--- config.mk ---
export PLATFORM = sky130hd
export DESIGN_NAME = signed_array_sorter_core
export DESIGN_NICKNAME = d
export VERILOG_FILES = /design/src/hdl/sas_pkg.sv /design/src/hdl/signed_array_sorter_core.sv /design/src/hdl/sas_ctrl.sv /design/src/hdl/sas_dp.sv
export SDC_FILE = /design/constraint.sdc
export NUM_CORES = 2
export LEC_CHECK = 0
export BUFFER_PORTS_ARGS = -buffer_cell sky130_fd_sc_hd__buf_2
export CAP_MARGIN = 20
export CORE_UTILIZATION = 30
export CTS_CLUSTER_SIZE = 30
export DETAILED_ROUTE_END_ITERATION = 16
export PLACE_DENSITY = 0.55
export SLEW_MARGIN = 20
export SYNTH_ARGS = -nofsm -noshare
export SYNTH_HDL_FRONTEND = slang
export SYNTH_SLANG_ARGS = --single-unit
--- constraint.sdc ---
create_clock -name clk -period 4.5 [get_ports clk]
set_input_delay 0.9 -clock clk [delete_from_list [all_inputs] [get_ports clk]]
set_output_delay 0.9 -clock clk [all_outputs]
set_load 0.01 [all_outputs]
--- src/hdl/sas_pkg.sv ---
// Shared types and constants for the signed array sorter.
// Used by sas_ctrl, sas_dp and signed_array_sorter_core; no dependencies.
package sas_pkg;

  localparam int DEPTH_DEF = 64;

  typedef struct packed {
    logic signed [31:0] value;
    logic               last;
  } in_item_t;

  typedef struct packed {
    logic signed [31:0] sorted_value;
    logic               last_out;
    logic               overflow;
  } out_item_t;

  typedef enum logic [2:0] {
    ST_COLLECT,
    ST_LOAD_RD,
    ST_LOAD,
    ST_SCAN_RD,
    ST_SCAN_CMP,
    ST_EMIT
  } state_t;

  // controller -> datapath
  typedef struct packed {
    logic collect;  // take input items into the store
    logic ld_rd;    // read the store at the pass index
    logic ld_cap;   // capture the pass head, start the scan after it
    logic sc_rd;    // read the store at the scan index
    logic sc_cmp;   // compare, exchange, advance the scan index
    logic emit;     // load the output register, advance or close the run
  } cmd_t;

  // datapath -> controller
  typedef struct packed {
    logic last_acc;  // last item of a run accepted this cycle
    logic scan_end;  // scan index has reached the element count
    logic pass_last; // current pass is the final one
    logic out_free;  // output register can take an item
  } status_t;

endpackage

--- src/hdl/signed_array_sorter_core.sv ---
// Top level of the signed array sorter: controller plus datapath.
// Depends on sas_pkg, sas_ctrl and sas_dp.
//
// The core collects a run of signed 32-bit items, one per cycle, until an
// item with last set arrives, then sorts the run with an exchange sort and
// sends it out, one item per value, last_out on the final one. Up to DEPTH
// values are kept; later ones are dropped and every item of that run then
// carries overflow. The descending register (cfg port, always ready) picks
// descending order when 1. While collecting, in_stall is low and the core
// takes one item per cycle. After the last item, in_stall stays high while
// the run is sorted and emitted, also through any output stall. The element
// store has one read port with a registered read, so each compare of a
// scan needs a read state and a compare state. Each pass keeps its running
// extreme in a register and emits it straight from there, so the next pass
// begins as soon as the output register takes the item.
module signed_array_sorter_core #(
  parameter int DEPTH = sas_pkg::DEPTH_DEF
) (
  input  logic               clk,
  input  logic               rst_n,
  input  logic               in_valid,
  output logic               in_stall,
  input  sas_pkg::in_item_t  in_data,
  output logic               out_valid,
  input  logic               out_stall,
  output sas_pkg::out_item_t out_data,
  input  logic               cfg_valid,
  output logic               cfg_ready,
  input  logic               cfg_data
);

  sas_pkg::cmd_t    cmd;
  sas_pkg::status_t sts;

  // sequencer: advance through collect, pass load, scan and emit
  sas_ctrl u_ctrl (
    .clk   (clk),
    .rst_n (rst_n),
    .sts   (sts),
    .cmd   (cmd)
  );

  // store, counters, comparator and output register
  sas_dp #(
    .DEPTH (DEPTH)
  ) u_dp (
    .clk       (clk),
    .rst_n     (rst_n),
    .cmd       (cmd),
    .sts       (sts),
    .in_valid  (in_valid),
    .in_stall  (in_stall),
    .in_data   (in_data),
    .out_valid (out_valid),
    .out_stall (out_stall),
    .out_data  (out_data),
    .cfg_valid (cfg_valid),
    .cfg_ready (cfg_ready),
    .cfg_data  (cfg_data)
  );

endmodule

--- src/hdl/sas_ctrl.sv ---
// Sequencer for the signed array sorter: collect, exchange passes, emit.
// Depends on sas_pkg.
module sas_ctrl (
  input  logic             clk,
  input  logic             rst_n,
  input  sas_pkg::status_t sts,
  output sas_pkg::cmd_t    cmd
);

  sas_pkg::state_t state_r, state_nxt;

  always_ff @(posedge clk) begin
    if (!rst_n) begin
      state_r <= sas_pkg::ST_COLLECT;
    end else begin
      state_r <= state_nxt;
    end
  end

  always_comb begin
    state_nxt = state_r;
    cmd       = '0;
    unique case (state_r)
      sas_pkg::ST_COLLECT: begin
        cmd.collect = 1'b1;
        if (sts.last_acc) begin
          state_nxt = sas_pkg::ST_LOAD_RD;
        end
      end
      sas_pkg::ST_LOAD_RD: begin
        cmd.ld_rd = 1'b1;
        state_nxt = sas_pkg::ST_LOAD;
      end
      sas_pkg::ST_LOAD: begin
        cmd.ld_cap = 1'b1;
        state_nxt  = sas_pkg::ST_SCAN_RD;
      end
      sas_pkg::ST_SCAN_RD: begin
        if (sts.scan_end) begin
          state_nxt = sas_pkg::ST_EMIT;
        end else begin
          cmd.sc_rd = 1'b1;
          state_nxt = sas_pkg::ST_SCAN_CMP;
        end
      end
      sas_pkg::ST_SCAN_CMP: begin
        cmd.sc_cmp = 1'b1;
        state_nxt  = sas_pkg::ST_SCAN_RD;
      end
      sas_pkg::ST_EMIT: begin
        // hold until the output register frees up
        if (sts.out_free) begin
          cmd.emit = 1'b1;
          if (sts.pass_last) begin
            state_nxt = sas_pkg::ST_COLLECT;
          end else begin
            state_nxt = sas_pkg::ST_LOAD_RD;
          end
        end
      end
      default: begin
        state_nxt = sas_pkg::ST_COLLECT;
      end
    endcase
  end

endmodule

--- src/hdl/sas_dp.sv ---
// Datapath of the signed array sorter: element store, counters, compare
// and exchange, output register. Depends on sas_pkg.
module sas_dp #(
  parameter int DEPTH = sas_pkg::DEPTH_DEF
) (
  input  logic                clk,
  input  logic                rst_n,
  input  sas_pkg::cmd_t       cmd,
  output sas_pkg::status_t    sts,
  input  logic                in_valid,
  output logic                in_stall,
  input  sas_pkg::in_item_t   in_data,
  output logic                out_valid,
  input  logic                out_stall,
  output sas_pkg::out_item_t  out_data,
  input  logic                cfg_valid,
  output logic                cfg_ready,
  input  logic                cfg_data
);

  localparam int AW = (DEPTH > 1) ? $clog2(DEPTH) : 1;
  localparam int CW = $clog2(DEPTH + 1);

  logic signed [31:0] mem [DEPTH];

  logic [CW-1:0]      count_r, count_nxt;
  logic               dropped_r, dropped_nxt;
  logic               desc_r;
  logic [AW-1:0]      pass_r;
  logic [CW-1:0]      scan_r;
  logic signed [31:0] cur_r;
  logic signed [31:0] rdata_r;
  logic               out_valid_r;
  sas_pkg::out_item_t out_r;

  logic               in_acc;
  logic               has_room;
  logic               swap;
  logic               wr_en;
  logic [AW-1:0]      wr_addr;
  logic signed [31:0] wr_data;
  logic               rd_en;
  logic [AW-1:0]      rd_addr;
  logic [CW-1:0]      pass_ext;

  assign in_stall  = !cmd.collect;
  assign in_acc    = cmd.collect && in_valid;
  assign has_room  = count_r < CW'(DEPTH);
  assign cfg_ready = 1'b1;
  assign pass_ext  = {{(CW-AW){1'b0}}, pass_r};

  assign swap = desc_r ? (cur_r < rdata_r) : (cur_r > rdata_r);

  assign sts.last_acc  = in_acc && in_data.last;
  assign sts.scan_end  = scan_r == count_r;
  assign sts.pass_last = (pass_ext + CW'(1)) == count_r;
  assign sts.out_free  = !out_valid_r || !out_stall;

  assign out_valid = out_valid_r;
  assign out_data  = out_r;

  // single write port: store on collect, exchange on compare
  always_comb begin
    wr_en   = 1'b0;
    wr_addr = count_r[AW-1:0];
    wr_data = in_data.value;
    if (in_acc && has_room) begin
      wr_en = 1'b1;
    end else if (cmd.sc_cmp && swap) begin
      wr_en   = 1'b1;
      wr_addr = scan_r[AW-1:0];
      wr_data = cur_r;
    end
  end

  assign rd_en   = cmd.ld_rd || cmd.sc_rd;
  assign rd_addr = cmd.ld_rd ? pass_r : scan_r[AW-1:0];

  always_ff @(posedge clk) begin
    if (wr_en) begin
      mem[wr_addr] <= wr_data;
    end
    if (rd_en) begin
      rdata_r <= mem[rd_addr];
    end
  end

  always_comb begin
    count_nxt   = count_r;
    dropped_nxt = dropped_r;
    if (in_acc) begin
      if (has_room) begin
        count_nxt = count_r + CW'(1);
      end else begin
        dropped_nxt = 1'b1;
      end
    end else if (cmd.emit && sts.pass_last) begin
      count_nxt   = '0;
      dropped_nxt = 1'b0;
    end
  end

  always_ff @(posedge clk) begin
    if (!rst_n) begin
      count_r     <= '0;
      dropped_r   <= 1'b0;
      desc_r      <= 1'b0;
      out_valid_r <= 1'b0;
    end else begin
      count_r   <= count_nxt;
      dropped_r <= dropped_nxt;
      if (cfg_valid && cfg_ready) begin
        desc_r <= cfg_data;
      end
      if (cmd.emit) begin
        out_valid_r <= 1'b1;
      end else if (!out_stall) begin
        out_valid_r <= 1'b0;
      end
    end
  end

  always_ff @(posedge clk) begin
    if (sts.last_acc) begin
      pass_r <= '0;
    end else if (cmd.emit) begin
      pass_r <= pass_r + AW'(1);
    end
    if (cmd.ld_cap) begin
      cur_r  <= rdata_r;
      scan_r <= pass_ext + CW'(1);
    end else if (cmd.sc_cmp) begin
      if (swap) begin
        cur_r <= rdata_r;
      end
      scan_r <= scan_r + CW'(1);
    end
    if (cmd.emit) begin
      out_r.sorted_value <= cur_r;
      out_r.last_out     <= sts.pass_last;
      out_r.overflow     <= dropped_r;
    end
  end

endmodule

## After elaboration in Yosys (flattened, before gate mapping)

Memories as Yosys holds them, arrays and structs flattened. A register that Yosys moved wholly into a read port is not among the register bits.
Cells that the tools add are included.

- Register bits after elaboration: 92
- Memory bits (writable): 2048
- Output and inout bits: 37
- Logic and storage cells: 86
- Memories: 1

- $add $sub $neg: 4
- $lt $le $gt $ge: 3
- Equal/unequal tests: 12
- Mux-type cells: 36
- Reductions and logical operators: 19

Memories:

| name | words | bits a word | read ports | clocked after memory_dff | wr ports | line | text |
|---|---|---|---|---|---|---|---|
| u_dp.mem | 64 | 32 | 1 | 1 | 1 | sas_dp.sv:24 | `logic signed [31:0] mem [DEPTH];` |

Operators by type and width:

| kind | number |
|---|---|
| two-way mux 32 bit | 5 |
| two-way mux 7 bit | 5 |
| > comparator 32 bit | 1 |
| less-than comparator 32 bit | 1 |
| two-way mux 1 bit | 20 |
| two-way mux 6 bit | 3 |
| case mux 3 bit (5 select lines) | 1 |
| adder 7 x 1 -> 7 bit, second input constant | 2 |
| equality test 7 bit | 2 |
| inequality test 2 bit, second input constant | 4 |
| AND reduction 2 bit | 4 |
| adder 6 x 1 -> 7 bit, second input constant | 1 |
| less-than comparator 7 bit, second input constant | 1 |
| adder 6 x 1 -> 6 bit, second input constant | 1 |
| equality test 3 x 2 -> 1 bit, second input constant | 2 |
| equality test 3 bit, second input constant | 2 |
| two-way mux 3 bit | 2 |
| nonzero test 2 bit | 3 |
| logical AND 1 bit | 5 |
| equality test 3 x 1 -> 1 bit, second input constant | 1 |
| zero test 1 bit | 3 |
| zero test 3 bit | 1 |
| logical OR 1 bit | 2 |
| inequality test 2 x 1 -> 1 bit, second input constant | 1 |
| OR reduction 2 bit | 1 |

## Longest topological paths before layout

- Word-level depth: 7
- Gate-level depth with buffers: 12
- Depth with buffers taken out: 10

## By module

Synthesis repeated with hierarchy kept, for this count alone.

- Cell total of the unflattened synthesis: 4314
- Area total of the unflattened synthesis: 85364.4 um^2

Modules (own cells, without submodules):

| module | instances | cells each | area each (um^2) | sequential area each (um^2) |
|---|---|---|---|---|
| sas_dp | 1 | 4288 | 85164.2 | 64972.3 |
| sas_ctrl | 1 | 26 | 200.2 | 60.1 |

## Worst setup path before layout

OpenSTA, ideal clock, no wires.

- Kind: register to register
- Start: register u_dp.cur_r[15]
- End: memory u_dp.mem[0][0] (enable)
- Library setup time: 0.421 ns
- Data arrival time: 3.960 ns
- Setup slack: 0.119 ns
- Stages on the path, launching flop included: 11
- Buffers on the path: 1
- Period minus slack after synthesis: 4.381 ns
- Cells stage by stage: edfxtp_1 ha_1 nand4_1 nor4_1 o21ai_1 a31oi_1 mux2i_1 mux2i_1 buf_2 a32oi_1 nor2_1

- Cells in the longest elaborated chain, start to end: 7
- Elaborated cells on any way between the ends: 10

Ends and longest elaborated chain:

| element | line | text |
|---|---|---|
| from (decl) | sas_dp.sv:31 | `logic signed [31:0] cur_r;` |
| from (signal assigned) | sas_dp.sv:130 | `cur_r <= rdata_r;` |
| from (signal assigned) | sas_dp.sv:134 | `cur_r <= rdata_r;` |
| > comparator 32 bit or less-than comparator 32 bit (tied branches) | sas_dp.sv:52 | `assign swap = desc_r ? (cur_r < rdata_r) : (cur_r > rdata_r);` |
| two-way mux 1 bit (*) | sas_dp.sv:52 |  |
| logical AND 1 bit (*) | sas_dp.sv:69 | `end else if (cmd.sc_cmp && swap) begin` |
| two-way mux 1 bit | sas_dp.sv:69 |  |
| two-way mux 1 bit | sas_dp.sv:67 | `if (in_acc && has_room) begin` |
| two-way mux 1 bit | sas_dp.sv:80 | `if (wr_en) begin` |
| two-way mux 1 bit (not written as such) | sas_dp.sv:81 | `mem[wr_addr] <= wr_data;` |
| to (decl) | sas_dp.sv:24 |  |

Every way passes the cells marked *; elsewhere a longest branch is shown, timed or not.

## Final worst setup path

- Start: register u_dp.cur_r[31]
- End: memory u_dp.mem[30][31] (enable)

The elaborated chain is that of the path after synthesis.

==> flow_summary.json <==
{
  "cpPeakStageDelay_ns": 0.88,
  "netlist_top_cells_count": "2153 x edfxtp_1, 512 x mux4_2, 160 x a22oi_1",
  "worstSetupPathType": "flop to flop",
  "die_width_um": 529,
  "dp.cells": 7557,
  "synthCells": 3704,
  "grt_antenna_before_repair": 19,
  "max_slew_margin": 0.203,
  "tritoncts": "yes",
  "drtPass1Iterations": 5,
  "ios": 76,
  "required_ns": 5.05,
  "leakagePower_nw": 30.5,
  "worstHoldPathType": "input port to flop",
  "setup_viol": 0,
  "arrival_ns": 4.88,
  "cts_root_buf": "clkbuf_16",
  "synth-seq-cells": 2172,
  "core_area_mm2": 0.275,
  "num_rows": 192,
  "rsz0062_at_grt": "no",
  "drt_iter0_markers": 5239,
  "vias_per_cell": 5.12,
  "syn_area_mm2": 0.0832,
  "nNetsFinal": 4167,
  "area_growth_pct": 17.9,
  "ant_nets": 0,
  "stdcell_area_mm2": 0.0980,
  "cp_slowest_cell": "nor2_4",
  "ys.flop_type": "edfxtp_1",
  "final_cells": 7966,
  "grt_usage": 0.161,
  "cap_violations": 0,
  "ir_drop_v": 0.000375,
  "final_layout_size_suffix_gt1_frac": 0.311,
  "critPathLaunchType": "flop",
  "die_y_um": 529,
  "grt_first_pass_wirelength_mm": 320,
  "clock.fmax_mhz": 231,
  "worst_slew_pin_slew_ns": 1.19,
  "rr_startpoint": "u_dp.cur_r[31]$_DFFE_PP_",
  "place.gp.congestion": 0.851,
  "dp_hpwl_mm": 138,
  "vias": 40764,
  "finClkSkew_ns": 0.0429,
  "grt_pass1_vias": 40954,
  "setup_tns_ns": 0,
  "h-tree-depth": 4,
  "synth.most_common_cell": "edfxtp_1",
  "totalWireLength_mm": 228,
  "start_util": 0.303,
  "async_reset_ff_frac": 0,
  "syn_avg_cell_area_um2": 22.5,
  "status": "finished clean",
  "synth_area_leader_cell": "edfxtp_1",
  "finalHoldViolations": 0,
  "holdCritStartpoint": "cfg_data",
  "placed_area_mm2": 0.0912,
  "ctsHoldBuffers": 0,
  "ys_seq_area_frac": 0.782,
  "clk_latency_ns": 0.88,
  "crit_fanout": 23,
  "grt_max_degree": 66,
  "wl_per_cell_um": 28.7,
  "die-area_mm2": 0.279,
  "ys_warn_count": 0,
  "synthTopCellsByArea": "edfxtp_1 78%, mux4_2 14%, a22oi_1 1.4%, a221oi_1 0.67%, a22o_1 0.67%",
  "cts_buffers": 211,
  "power_density_mw_per_mm2": 572,
  "post-route-period-util": 0.964,
  "synth_edf_count": 2153,
  "clkTransAtPathRegs_ns": 0.06,
  "clock_sinks": 2172,
  "fin_crit_ns": 4.34,
  "drc": 0,
  "final_core_util": 0.357,
  "port_buffers": 74,
  "ys_types": 51,
  "worstSetupEndpointType": "flop",
  "synth_nets": 3778,
  "clockBufferDepth": 3,
  "cp-startpoint": "u_dp.cur_r[31]$_DFFE_PP_",
  "finalMaxSlewViolations": 0,
  "synth_top_area_share": 0.777,
  "path_cells": "ha_1 > a21oi_1 > o21ai_0 > buf_4 > a211oi_1 > a31oi_2 > mux2i_1 > buf_4 > mux2i_4 > a31oi_2 > nor2_4 > buf_6",
  "grt_overflow": 0
}
logic make-up (layout without fill, tap and decap cells):
family / Yosys count / count (layout) / synth area share
fa+ha+maj: 35 / 35 / 0.00527
flops: 2172 / 2172 / 0.782
buf+inv: 252 / 818 / 0.0139
other cells: 1 / 8 / 0.0000451
compound gates: 398 / 398 / 0.0376
simple gates: 261 / 264 / 0.0137
mux: 557 / 557 / 0.145
xor+xnor: 28 / 28 / 0.00295
metrics by stage:
stage	total power, mW	worst slack, ns	hold WS (ns)
floorplan	32.4	0.119	0.409
global placement	39.3	-0.0228	0.432
detailed placement	39.4	-0.0108	0.434
CTS	56.5	0.00326	0.254
global route	57.9	0.0137	0.300
finish	56.1	0.162	0.315
sequential cells by signal, summed over array words and instances (netlist names):
register        count
u_dp.mem         2048
u_dp.out_data      34
u_dp.cur_r         32
u_dp.rdata_r       32
u_dp.count_r        7
u_dp.scan_r         7
u_dp.pass_r         6
u_ctrl.state_r      3
u_dp.desc_r         1
u_dp.dropped_r      1
u_dp.out_valid      1
layout by cell type (no fill, tap or decap), types with 11 or more instances in the layout:
master / n
buf_4: 210
nor2_4: 70
nand2_1: 95
clkinv_1: 54
clkinv_2: 42
buf_2: 74
xor2_1: 14
nand4_1: 11
a221oi_1: 63
ha_1: 35
o221ai_1: 32
inv_1: 42
buf_12: 91
edfxtp_1: 2153
a22oi_1: 160
nor2_1: 33
xnor2_1: 14
dfxtp_1: 19
mux4_2: 512
mux2_2: 36
clkbuf_1: 43
clkbuf_16: 211
o21ai_0: 14
a22o_1: 64
a21oi_1: 24
bufinv_16: 16
per-layer routing:
metal	share of wire	global-route usage	wire length, um	vias to the layer above
li1	-	-	-	16683
met1	0.42	0.225	97100	22200
met2	0.48	0.258	109000	1596
met3	0.071	0.0272	16100	285
met4	0.025	0.0437	5780	0
met5	0	0	0	-
report_power, final:
group / internal [mW] / switching, mW
clock network: 9.56 / 7.64
logic: 6.24 / 9.37
registers: 23.0 / 0.261
total: 38.8 / 17.3
area by class of cell:
class	count	area, um^2
Fill cell	25099	177000
Sequential cell	2172	65000
Multi-Input combinational cell	1283	17700
Clock buffer	254	5440
Tap cell	3686	4610
Timing Repair Buffer	383	3860
Clock inverter	139	1220
Inverter	42	158
Antenna cell	7	17.5
path summary, 6_finish.rpt:
check                          endpoint  slack [ns]  cells past startpoint
max          u_dp.mem[30][31]$_DFFE_PP_        0.16                     12
min            u_dp.desc_r$_SDFFE_PN0P_        0.31                      3
max reg2reg  u_dp.mem[30][31]$_DFFE_PP_        0.16                     12
min reg2reg    u_dp.cur_r[22]$_DFFE_PP_        0.43                      0
what timing repair did:
action,CTS,global route
gates cloned,0,3
setup buffers,0,6
resized for setup,1,15
pin swaps,0,9
setup endpoints to repair,192,798
worst max-delay path: cells and delay by family (launching register included):
kind	cells	cell delay (ns)
compound gates	5	1.12
simple gates	1	0.88
buf+inv	3	0.61
mux	2	0.61
flops	1	0.42
fa+ha+maj	1	0.36
(Power assumes the default switching activity.)
